**src/rtl/core/fpc_pkg.sv**
```systemverilog
// shared widths, codes and constants of the frame pacer
`timescale 1ns / 1ps

package fpc_pkg;

    localparam int TIME_W    = 64;
    localparam int IVL_W     = 32;
    localparam int FPS_W     = 16;
    localparam int TOTAL_W   = 32;
    localparam int CFG_IDX_W = 4;

    localparam logic [TIME_W-1:0] NS_PER_SECOND = TIME_W'(64'd1_000_000_000);

    localparam logic [CFG_IDX_W-1:0] REG_MIN_INTERVAL = CFG_IDX_W'(0);
    localparam logic [CFG_IDX_W-1:0] REG_MAX_INTERVAL = CFG_IDX_W'(1);

    localparam logic CMD_CHECK   = 1'b0;
    localparam logic CMD_PREPARE = 1'b1;

    typedef enum logic [1:0] {
        ST_WAIT_FRAME   = 2'd0,
        ST_FORCE_FRAME  = 2'd1,
        ST_WAIT_LIMITER = 2'd2,
        ST_PREPARED     = 2'd3
    } t_status;

    typedef enum logic [1:0] {
        WK_NONE    = 2'd0,
        WK_TIMED   = 2'd1,
        WK_MESSAGE = 2'd2
    } t_wait_kind;

endpackage

```
**src/rtl/core/fpc_srem.sv**
```systemverilog
// bit-serial restoring remainder of a time value by an interval
`timescale 1ns / 1ps

module fpc_srem import fpc_pkg::*; (
    input  logic             i_clk,
    input  logic             i_rst_n,
    input  logic             i_start,
    input  logic [TIME_W-1:0] i_dividend,
    input  logic [IVL_W-1:0]  i_divisor,
    output logic             o_done,
    output logic [IVL_W-1:0]  o_rem
);

    localparam int CNT_BITS = $clog2(TIME_W);
    localparam logic [CNT_BITS-1:0] LAST_STEP = CNT_BITS'(TIME_W - 1);

    logic [TIME_W-1:0]   r_shift;
    logic [IVL_W-1:0]    r_rem;
    logic [IVL_W-1:0]    r_div;
    logic [CNT_BITS-1:0] r_count;
    logic                r_busy;
    logic                r_done;

    logic [IVL_W:0]   w_trial;
    logic [IVL_W:0]   w_diff;
    logic             w_ge;
    logic [IVL_W-1:0] n_rem;

    // one dividend bit per cycle, msb first
    always_comb begin
        w_trial = {r_rem, r_shift[TIME_W-1]};
        w_diff  = w_trial - {1'b0, r_div};
        w_ge    = w_trial >= {1'b0, r_div};
        n_rem   = w_ge ? w_diff[IVL_W-1:0] : w_trial[IVL_W-1:0];
    end

    always_ff @(posedge i_clk) begin
        if (!i_rst_n) begin
            r_busy  <= 1'b0;
            r_done  <= 1'b0;
            r_count <= '0;
        end else begin
            r_done <= 1'b0;
            if (i_start) begin
                r_shift <= i_dividend;
                r_div   <= i_divisor;
                r_rem   <= '0;
                r_count <= '0;
                r_busy  <= 1'b1;
            end else if (r_busy) begin
                r_shift <= {r_shift[TIME_W-2:0], 1'b0};
                r_rem   <= n_rem;
                r_count <= r_count + 1'b1;
                if (r_count == LAST_STEP) begin
                    r_busy <= 1'b0;
                    r_done <= 1'b1;
                end
            end
        end
    end

    assign o_done = r_done;
    assign o_rem  = r_rem;

endmodule

```
**src/rtl/core/frame_pacer_with_fps_counter.sv**
```systemverilog
// frame pacer: check and prepare events, interval limits and frames-per-second count
// an item passes setup, run, eval and result states; result waits for a free output
// no new item until the result is registered; two 64-step serial remainder units
// the units run in parallel: frame snap or max rounding, and the one-second remainder
// reset: synchronous active low, clears all pacing state, min_interval 0, max all ones
`timescale 1ns / 1ps

module frame_pacer_with_fps_counter import fpc_pkg::*; (
    input  logic                 i_clk,
    input  logic                 i_rst_n,
    // configuration writes
    input  logic                 i_cfg_wr_en,
    input  logic [CFG_IDX_W-1:0] i_cfg_index,
    input  logic [IVL_W-1:0]     i_cfg_data,
    // input items
    input  logic                 i_in_valid,
    output logic                 o_in_stall,
    input  logic                 i_command,
    input  logic [TIME_W-1:0]    i_now,
    input  logic                 i_wait_for_message,
    // result items
    output logic                 o_out_valid,
    input  logic                 i_out_stall,
    output logic [1:0]           o_status,
    output logic [1:0]           o_wait_kind,
    output logic [IVL_W-1:0]     o_wait_time,
    output logic [FPS_W-1:0]     o_frames_per_second,
    output logic [TOTAL_W-1:0]   o_frame_total
);

    typedef enum logic [2:0] {
        S_IDLE,
        S_SETUP,
        S_RUN,
        S_EVAL,
        S_RESULT
    } t_state;

    t_state r_state;

    // configuration
    logic [IVL_W-1:0] r_min_ivl;
    logic [IVL_W-1:0] r_max_ivl;

    // latched item
    logic              r_cmd;
    logic [TIME_W-1:0] r_now;
    logic              r_msg;

    // pacing state
    logic [TIME_W-1:0]  r_frame_start;
    logic               r_frame_started;
    logic [TIME_W-1:0]  r_next_start;
    logic [TIME_W-1:0]  r_second_mark;
    logic               r_mark_valid;
    logic [FPS_W-1:0]   r_fis;
    logic [FPS_W-1:0]   r_fps;
    logic [TOTAL_W-1:0] r_frame_counter;

    // working values
    logic [TIME_W-1:0] r_delta;
    logic [TIME_W-1:0] r_dsec;
    logic [IVL_W-1:0]  r_mx;
    logic              r_below_min;

    // result register
    logic               r_out_valid;
    t_status            r_status;
    t_wait_kind         r_kind;
    logic [IVL_W-1:0]   r_wait;
    logic [FPS_W-1:0]   r_out_fps;
    logic [TOTAL_W-1:0] r_out_total;

    // remainder units
    logic              w_unit_start;
    logic [TIME_W-1:0] w_a_dividend;
    logic [TIME_W-1:0] w_dsec_now;
    logic              w_a_done;
    logic              w_b_done;
    logic [IVL_W-1:0]  w_rem_a;
    logic [IVL_W-1:0]  w_rem_b;

    // decision logic
    logic               w_has_max;
    logic               w_min_set;
    logic               w_in_accept;
    logic               w_out_free;
    logic [IVL_W-1:0]   w_mx;
    logic               w_force;
    logic               w_fps_upd;
    logic               w_publish;
    logic [FPS_W-1:0]   w_fps_after;
    t_status            w_status;
    t_wait_kind         w_kind;
    logic [IVL_W-1:0]   w_wait;

    assign o_in_stall  = (r_state != S_IDLE);
    assign w_in_accept = i_in_valid && !o_in_stall;
    assign w_out_free  = !r_out_valid || !i_out_stall;

    assign w_has_max = (r_max_ivl != '1);
    assign w_min_set = (r_min_ivl != '0);

    // unit a: snap remainder on prepare, max rounding remainder on check
    assign w_unit_start = (r_state == S_SETUP);
    assign w_a_dividend = (r_cmd == CMD_PREPARE) ? (r_next_start - r_frame_start)
                                                 : TIME_W'(r_max_ivl);
    // unit b: time since the second mark, modulo one second
    assign w_dsec_now = r_now - r_second_mark;

    fpc_srem u_rem_a (
        .i_clk      (i_clk),
        .i_rst_n    (i_rst_n),
        .i_start    (w_unit_start),
        .i_dividend (w_a_dividend),
        .i_divisor  (r_min_ivl),
        .o_done     (w_a_done),
        .o_rem      (w_rem_a)
    );

    fpc_srem u_rem_b (
        .i_clk      (i_clk),
        .i_rst_n    (i_rst_n),
        .i_start    (w_unit_start),
        .i_dividend (w_dsec_now),
        .i_divisor  (NS_PER_SECOND[IVL_W-1:0]),
        .o_done     (w_b_done),
        .o_rem      (w_rem_b)
    );

    always_comb begin
        // max rounded down to a multiple of min, only when both are set
        w_mx = (w_has_max && w_min_set) ? (r_max_ivl - w_rem_a) : r_max_ivl;

        w_force   = r_frame_started && w_has_max && (r_delta >= TIME_W'(r_mx));
        w_fps_upd = (r_cmd == CMD_PREPARE) || (r_frame_started && !w_force);
        w_publish = w_fps_upd && (!r_mark_valid || (r_dsec >= NS_PER_SECOND));
        w_fps_after = w_publish ? r_fis : r_fps;

        w_status = ST_WAIT_FRAME;
        w_kind   = WK_NONE;
        w_wait   = '0;
        if (r_cmd == CMD_PREPARE) begin
            w_status = ST_PREPARED;
        end else if (!r_frame_started) begin
            // first frame still pending
            w_kind = r_msg ? WK_MESSAGE : WK_NONE;
        end else if (w_force) begin
            w_status = ST_FORCE_FRAME;
        end else if (r_below_min) begin
            // delta below min, so the difference fits the interval width
            w_status = ST_WAIT_LIMITER;
            w_kind   = WK_TIMED;
            w_wait   = r_min_ivl - r_delta[IVL_W-1:0];
        end else if (r_msg) begin
            if (w_has_max) begin
                w_kind = WK_TIMED;
                w_wait = r_mx - r_delta[IVL_W-1:0];
            end else begin
                w_kind = WK_MESSAGE;
            end
        end
    end

    always_ff @(posedge i_clk) begin
        if (!i_rst_n) begin
            r_state         <= S_IDLE;
            r_min_ivl       <= '0;
            r_max_ivl       <= '1;
            r_frame_start   <= '0;
            r_frame_started <= 1'b0;
            r_next_start    <= '0;
            r_second_mark   <= '0;
            r_mark_valid    <= 1'b0;
            r_fis           <= '0;
            r_fps           <= '0;
            r_frame_counter <= '0;
            r_out_valid     <= 1'b0;
        end else begin
            // configuration port, writes beyond the list are dropped
            if (i_cfg_wr_en) begin
                case (i_cfg_index)
                    REG_MIN_INTERVAL: r_min_ivl <= i_cfg_data;
                    REG_MAX_INTERVAL: r_max_ivl <= i_cfg_data;
                    default: ;
                endcase
            end

            // a result leaving while a new one commits is handled in S_RESULT
            if (r_out_valid && !i_out_stall && (r_state != S_RESULT)) begin
                r_out_valid <= 1'b0;
            end

            case (r_state)
                S_IDLE: begin
                    if (w_in_accept) begin
                        r_cmd   <= i_command;
                        r_now   <= i_now;
                        r_msg   <= i_wait_for_message;
                        r_state <= S_SETUP;
                    end
                end
                S_SETUP: begin
                    r_delta <= r_now - r_frame_start;
                    r_dsec  <= w_dsec_now;
                    r_state <= S_RUN;
                end
                S_RUN: begin
                    if (w_a_done && w_b_done) begin
                        r_state <= S_EVAL;
                    end
                end
                S_EVAL: begin
                    r_mx        <= w_mx;
                    r_below_min <= (r_delta < TIME_W'(r_min_ivl));
                    if (r_cmd == CMD_PREPARE) begin
                        // snap the start back to a whole number of min intervals
                        r_frame_start   <= w_min_set ? (r_next_start - TIME_W'(w_rem_a))
                                                     : r_next_start;
                        r_frame_started <= 1'b1;
                        if (r_fis != '1) begin
                            r_fis <= r_fis + 1'b1;
                        end
                        r_frame_counter <= r_frame_counter + 1'b1;
                    end
                    r_state <= S_RESULT;
                end
                S_RESULT: begin
                    // state and result commit together once the output is free
                    if (w_out_free) begin
                        if (r_cmd == CMD_CHECK) begin
                            r_next_start <= r_now;
                        end
                        if (w_publish) begin
                            r_second_mark <= r_mark_valid ? (r_now - TIME_W'(w_rem_b)) : r_now;
                            r_mark_valid  <= 1'b1;
                            r_fps         <= r_fis;
                            r_fis         <= '0;
                        end
                        r_status    <= w_status;
                        r_kind      <= w_kind;
                        r_wait      <= w_wait;
                        r_out_fps   <= w_fps_after;
                        r_out_total <= r_frame_counter;
                        r_out_valid <= 1'b1;
                        r_state     <= S_IDLE;
                    end
                end
                default: begin
                    r_state <= S_IDLE;
                end
            endcase
        end
    end

    assign o_out_valid         = r_out_valid;
    assign o_status            = r_status;
    assign o_wait_kind         = r_kind;
    assign o_wait_time         = r_wait;
    assign o_frames_per_second = r_out_fps;
    assign o_frame_total       = r_out_total;

`ifndef ASSERT_OFF
    // both remainder units run in lockstep
    a_units_lockstep: assert property (@(posedge i_clk) disable iff (!i_rst_n)
        w_a_done == w_b_done)
        else $error("remainder units out of step");

    // once a frame has started it stays started
    a_started_sticky: assert property (@(posedge i_clk) disable iff (!i_rst_n)
        r_frame_started |=> r_frame_started)
        else $error("frame started flag dropped");

    // the per-second count saturates or is cleared, never wraps
    a_fis_saturates: assert property (@(posedge i_clk) disable iff (!i_rst_n)
        (r_fis == '1) |=> ((r_fis == '1) || (r_fis == '0)))
        else $error("frames in second wrapped");

    // a limiter wait is always a timed wait of nonzero length
    a_limiter_timed: assert property (@(posedge i_clk) disable iff (!i_rst_n)
        (r_out_valid && (r_status == ST_WAIT_LIMITER))
            |-> ((r_kind == WK_TIMED) && (r_wait != '0)))
        else $error("limiter result without timed wait");

    // no wait time unless the wait is timed
    a_wait_only_timed: assert property (@(posedge i_clk) disable iff (!i_rst_n)
        (r_out_valid && (r_kind != WK_TIMED)) |-> (r_wait == '0))
        else $error("wait time on untimed result");
`endif

endmodule

```
**config.mk**
```make
export PLATFORM = sky130hd
export DESIGN_NAME = frame_pacer_with_fps_counter
export DESIGN_NICKNAME = d
export VERILOG_FILES = /design/src/rtl/core/fpc_pkg.sv /design/src/rtl/core/fpc_srem.sv /design/src/rtl/core/frame_pacer_with_fps_counter.sv
export SDC_FILE = /design/constraint.sdc
export NUM_CORES = 2
export LEC_CHECK = 0
export BUFFER_PORTS_ARGS = -buffer_cell sky130_fd_sc_hd__buf_2
export CORE_ASPECT_RATIO = 0.75
export CORE_MARGIN = 5
export CORE_UTILIZATION = 36
export CTS_CLUSTER_DIAMETER = 40
export DETAILED_ROUTE_END_ITERATION = 8
export PLACE_DENSITY_LB_ADDON = 0.08
export SLEW_MARGIN = 30
export SYNTH_ARGS = -nofsm -noshare
export SYNTH_HDL_FRONTEND = slang
export SYNTH_HIERARCHICAL = 1
export SYNTH_SLANG_ARGS = --single-unit
```
**constraint.sdc**
```tcl
create_clock -name i_clk -period 17.4 [get_ports i_clk]
set_clock_uncertainty 0.1 [all_clocks]
set_input_delay 0.87 -clock i_clk [delete_from_list [all_inputs] [get_ports i_clk]]
set_output_delay 0.87 -clock i_clk [all_outputs]
set_load 0.005 [all_outputs]
```
* Word level (Yosys, flattened, before mapping)
Index checks and enable logic that the tools add are counted.
Storage, ports and cells: register bits after elaboration 877, memories kept 0, memory bits (writable) 0, latch bits 0, ROM bits 0
Operators by class: eq/ne operators 16, multiply operators 0, add/subtract/negate cells 14, mux-type cells 45, magnitude comparators 5, div/mod/pow operators 0, shift-type cells 0, bitwise gates (word level) 5, reductions and logical operators 42
Operator list (count):
- 64-bit two-way mux | 7
- 32-bit two-way mux | 8
- 64-bit subtractor | 3
- 32-bit subtractor | 4
- 64-bit by 32-bit subtractor with 64-bit output | 2
- 16-bit two-way mux | 5
- 64-bit by 30-bit >= comparator with 1-bit output, second input constant | 1
- 64-bit by 32-bit >= comparator with 1-bit output | 1
- 64-bit by 32-bit < comparator with 1-bit output | 1
- 33-bit by 30-bit >= comparator with 1-bit output, second input constant | 1
- 33-bit by 32-bit >= comparator with 1-bit output | 1
- 32-bit by 1-bit adder with 32-bit output, second input constant | 1
- 32-bit inequality test, second input constant | 1
- 16-bit case mux with 2 select lines | 1
- 32-bit nonzero test | 1
- 32-bit by 30-bit subtractor with 32-bit output, second input constant | 1
- 2-bit two-way mux | 9
- 16-bit by 1-bit adder with 16-bit output, second input constant | 1
- 16-bit inequality test, second input constant | 1
- 2-bit AND reduction | 8
- 3-bit case mux with 5 select lines | 1
- 3-bit AND reduction | 5
- 6-bit by 1-bit adder with 6-bit output, second input constant | 2
- 6-bit == test, second input constant | 2
- other kinds (19) | 59

* Logic depth before layout (Yosys ltp)
word-level depth 10, gate-level depth with buffers 15, mapped depth without buffers 15

* Cells and area by module
Netlist, hierarchy kept.
Modules (own cells, without submodules):
- frame_pacer_with_fps_counter | instances 1, area an instance 44730.4 µm², cells each 5315
- fpc_srem | instances 2, area an instance 7467.2 µm², cells each 596

* Least setup slack after synthesis
No wires, ideal clock.
path kind input-to-reg, start in i_rst_n, end reg r_delta[0] (enable), setup slack 6.670 ns, stages on the path 3, setup time 0.767 ns, data required time 16.533 ns, path buffers 1, data arrival time 9.863 ns, path through clkbuf_1 -> nand2b_1 -> nor3b_1
Between the ends: longest elaborated chain between the ends 1
Ends and longest elaborated chain:
- from (decl) | RTL line frame_pacer_with_fps_counter.sv:10 | input logic i_rst_n,
- 2-bit AND reduction (no line)
- to (signal assigned) | RTL line frame_pacer_with_fps_counter.sv:204 | r_delta <= r_now - r_frame_start;
- to (decl) | RTL line frame_pacer_with_fps_counter.sv:61 | logic [TIME_W-1:0] r_delta;
No other way between the ends. A chain may end at the register's enable or synchronous reset.

* Worst setup path in the final report
start reg r_now[19], end reg r_delta[63] (data pin)
Between the ends: longest elaborated chain between the ends 1
Ends and longest elaborated chain:
- from (decl) | RTL line frame_pacer_with_fps_counter.sv:47 | logic [TIME_W-1:0] r_now;
- from (signal assigned) | RTL line frame_pacer_with_fps_counter.sv:198 | r_now <= i_now;
- 64-bit subtractor | RTL line frame_pacer_with_fps_counter.sv:204
No other way between the ends.

==> results.rst <==
.. list-table::
   :header-rows: 1

   * - Metric
     - Value
   * - Run status
     - completed
   * - Cell variety after synth
     - between 100 and 150
   * - Antenna violations before repair
     - 5
   * - Post-synth EDFFs
     - approximately 560
   * - Largest net degree at the start of global routing
     - 150
   * - Class of the most critical hold timing path
     - input pin to flip-flop
   * - Number of buffers inserted by port buffering
     - ~190
   * - Highest fanout seen on the critical path
     - 7
   * - Reg clk slew, reported paths
     - about 60 ps
   * - Async set-reset flop share out of synthesis
     - 0%
   * - Placeable core region
     - between 0.15 and 0.2 sq mm
   * - CTS root buffer
     - sky130_fd_sc_hd__clkbuf_16
   * - Total track usage
     - about 22%
   * - Worst setup path startpoint
     - r_now[19]$_DFFE_PP_
   * - Max rail drop VDD
     - ~0.10 mV
   * - Synth Cell Area
     - 0.0597 sq mm
   * - Clock insertion delay at the later pin of the skew report
     - roughly 810 ps
   * - Maximum number of buffers from clock root to sink
     - 3
   * - Wire length of the first global-routing pass
     - about 300 mm
   * - Synth warn
     - 6
   * - Measured slew at the worst slew-check pin
     - about 1000 ps
   * - Number of clock sinks
     - 900
   * - Post-Place Setup Slack
     - ~13000 ps
   * - Sequential share of power
     - between 30% and 40%
   * - Peak per-stage delay on the critical path
     - 860 ps
   * - Category of the critical setup timing path
     - flip-flop to flip-flop
   * - Slew Viols, Final
     - 0
   * - Layout net count
     - a little over 7000
   * - First-pass iteration count of the detailed router
     - 6
   * - Post-route antenna net violation count
     - 0
   * - Type of origin of the critical path
     - flip-flop
   * - Count of final hold-check violations
     - 0
   * - Post-CTS setup buffers
     - 0
   * - Growth of design area from synthesis to finish
     - 14.3%
   * - Standby leakage power
     - about 27 nW
   * - Setup slack after layout
     - approximately 12000 ps
   * - FF-to-FF path depth
     - 11
   * - Reg2reg end
     - r_delta[63]$_DFFE_PP_
   * - Depth of the CTS H-tree
     - 4
   * - HPWL after DPL
     - roughly 150 mm
   * - Setup violation total in the final timing report
     - 0
   * - Setup slack of the most critical reg-to-reg path
     - ~12000 ps
   * - FF-to-FF Start
     - r_now[19]$_DFFE_PP_
   * - Synthesis-stage register bit count
     - 900
   * - Count of maximum capacitance violations
     - 0
   * - Worst Hold Path EP
     - r_now[47]$_DFFE_PP_
   * - Count of cells resized by post-cts repair
     - 0
   * - Final Hold Slack
     - about 140 ps
   * - Setup repair after global routing missed its margin
     - no
   * - Combined buffer and inverter count along the critical path
     - 0
   * - Number of global-route vias before repair
     - roughly 46000
   * - Nature of the critical path endpoint
     - flip-flop
   * - Clock buffer count from CTS
     - approximately 150
   * - Final critical-path share of the clock period
     - 29.3%
   * - Max Clk Rate
     - around 200 MHz
   * - Die width
     - a little under 500 microns
   * - Post-detailed-route DRC marker count
     - 0
   * - Number of buffers inserted by hold repair at cts
     - 0
   * - Fraction of power consumed by the clock network
     - a little under half
   * - Sequential share of the synthesized area
     - roughly two fifths
   * - Cell Chain, Critical Path
     - ha_1 -> nand4_1 -> or3_1 -> a211oi_1 -> o2111ai_1 -> a311oi_1 -> o21bai_1 -> a211o_1 -> o21ai_1 -> a21oi_1 -> xnor2_1
   * - Worst hold path cell count
     - 1
   * - Initial DRC Count
     - 4041
   * - Final Core Density
     - about two fifths
   * - Drt via density
     - 5.45
   * - Switching power as a share of total power
     - a little under a third
   * - Leading cell type in the layout, fill and taps excluded
     - sky130_fd_sc_hd__nand2_1
   * - Final RePlAce weighted congestion
     - slightly above 0.9
   * - Vias
     - 49265
   * - Ys flop type
     - sky130_fd_sc_hd__edfxtp_1
   * - Design Power
     - between 6 and 7 mW
   * - Total wire length
     - approximately 200 mm
   * - Min-Delay Startpoint
     - i_now[47]
   * - Average size of a mapped cell
     - ~9.2 sq um
   * - Top library cells by usage in the layout, fill and taps aside
     - 679 x sky130_fd_sc_hd__nand2_1, 638 x sky130_fd_sc_hd__a21oi_1, 558 x sky130_fd_sc_hd__edfxtp_1, 478 x sky130_fd_sc_hd__ha_1, 470 x sky130_fd_sc_hd__inv_1
   * - Share of cells above drive strength 1
     - between 10% and 20%
   * - NetSw
     - 1.99 mW
   * - CTS tree
     - done
   * - Relative slew margins
     - approximately a third
   * - Die Y
     - 363 microns
   * - Data arrival time of the critical path
     - approximately 5500 ps
   * - Critical-path top delay cell
     - sky130_fd_sc_hd__a211oi_1
   * - Count of pins on the block boundary
     - between 150 and 200
   * - Final period demand of the worst path
     - a little over 5000 ps
   * - Sum of negative setup slack
     - 0 ps
   * - Standard-cell rows
     - roughly 130
   * - Worst endpoint required time
     - 17840 ps
   * - Post-Synthesis Cells
     - about 6500
   * - Area enclosed by the die boundary
     - around 0.17 sq mm
   * - Power per unit of standard cell area
     - 97.1 mW/mm^2
   * - Proportion of power drawn by combinational gates
     - between 10% and 20%
   * - Cell family with most CP delay
     - compound AO/OA/AOI/OAI gates
   * - WL per Instance
     - around 22 microns
   * - Internal power consumption
     - between 4 and 5 mW
   * - Remaining Overflow, GRT
     - 0
   * - Initial cell density of the core
     - a little over a third
## state kept, by name, summed over array words and instances, names as in the netlist, 55 cells and up
register / flops
r_next_start: 64
r_delta: 64
r_dsec: 55
r_now: 64
u_rem_b/r_shift: 64
u_rem_a/r_shift: 64
r_frame_start: 64
r_second_mark: 64
## kinds of logic after synthesis
family	Yosys count	share of synthesized area, %
XOR/XNOR	443	6.50
adder cells (fa/ha/maj)	488	10.4
buffers and inverters	735	4.87
AO/OA/AOI/OAI	1812	19.2
AND/OR/NAND/NOR	1875	14.9
multiplexers	252	4.57
flip-flops	900	39.6
other	2	0.0126
## layer usage
layer	vias to the layer above	share of wire, %	track usage (%)
li1	23921	-	-
met2	1307	43	33.4
met3	188	5.5	3.59
met4	0	1.5	4.15
met5	-	0	0
met1	23849	50	33.8
## stage by stage
stage	std cells	cell area (sq um)
after floorplan	6537	59800
after global placement	8744	62900
after detailed placement	8745	62900
after CTS	9032	68200
after global routing	9033	68200
final	9034	68200
## cell type report
| cell class | count | area [sq um] |
|---|---|---|
| clock buffers | 174 | 3960 |
| clock inverters | 113 | 1280 |
| well taps | 2227 | 2790 |
| repair buffers | 244 | 1390 |
| diodes | 2 | 5.00 |
| flip-flops and latches | 900 | 23600 |
| multi-input cells | 4902 | 33400 |
| inverters | 472 | 1780 |
| fillers | 16421 | 96600 |
## cell usage after synthesis (all sizes together), types with 29 or more instances
library cell	number	area, sq um
ha	478	5980
o21ai	357	1790
nor2b	68	445
nand3	163	826
nor3	107	583
mux2i	89	891
dfxtp	342	6850
o21bai	58	435
clkbuf	227	857
o22ai	29	181
or3	43	269
nor4	58	363
nand2	687	2580
buf	32	244
o21a	65	488
nor2	406	1520
mux2	163	1840
and3	58	363
a21o	235	1770
nand4	86	551
inv	472	1770
o211ai	39	293
a211oi	74	586
a21oi	649	3300
edfxtp	558	16800
xor2	181	1590
a31oi	55	344
nand2b	72	450
and2	40	258
xnor2	262	2290
## power groups by stage
stage               combinational (mW)  sequential, mW  clock (mW)
finish                            1.11            2.43        3.08
CTS                               1.11            2.43        3.15
global placement                  1.10            2.48           0
floorplan                        0.800            2.45           0
global route                      1.22            2.44        3.26
detailed placement                1.10            2.47           0
## how the worst max path moves through the flow
| stage | cells past startpoint | endpoint | slack (ps) |
|---|---|---|---|
| after floorplan | 3 | r_delta[0]$_DFFE_PP_ | 6670 |
| after global placement | 12 | r_second_mark[59]$_SDFFE_PN0P_ | 12500 |
| after detailed placement | 14 | u_rem_b/r_shift[60]$_DFFE_PP_ | 12510 |
| after CTS | 14 | u_rem_b/r_shift[60]$_DFFE_PP_ | 12440 |
| after global routing | 13 | r_delta[60]$_DFFE_PP_ | 12070 |
| final | 11 | r_delta[63]$_DFFE_PP_ | 12300 |
(Power assumes the default switching activity.)
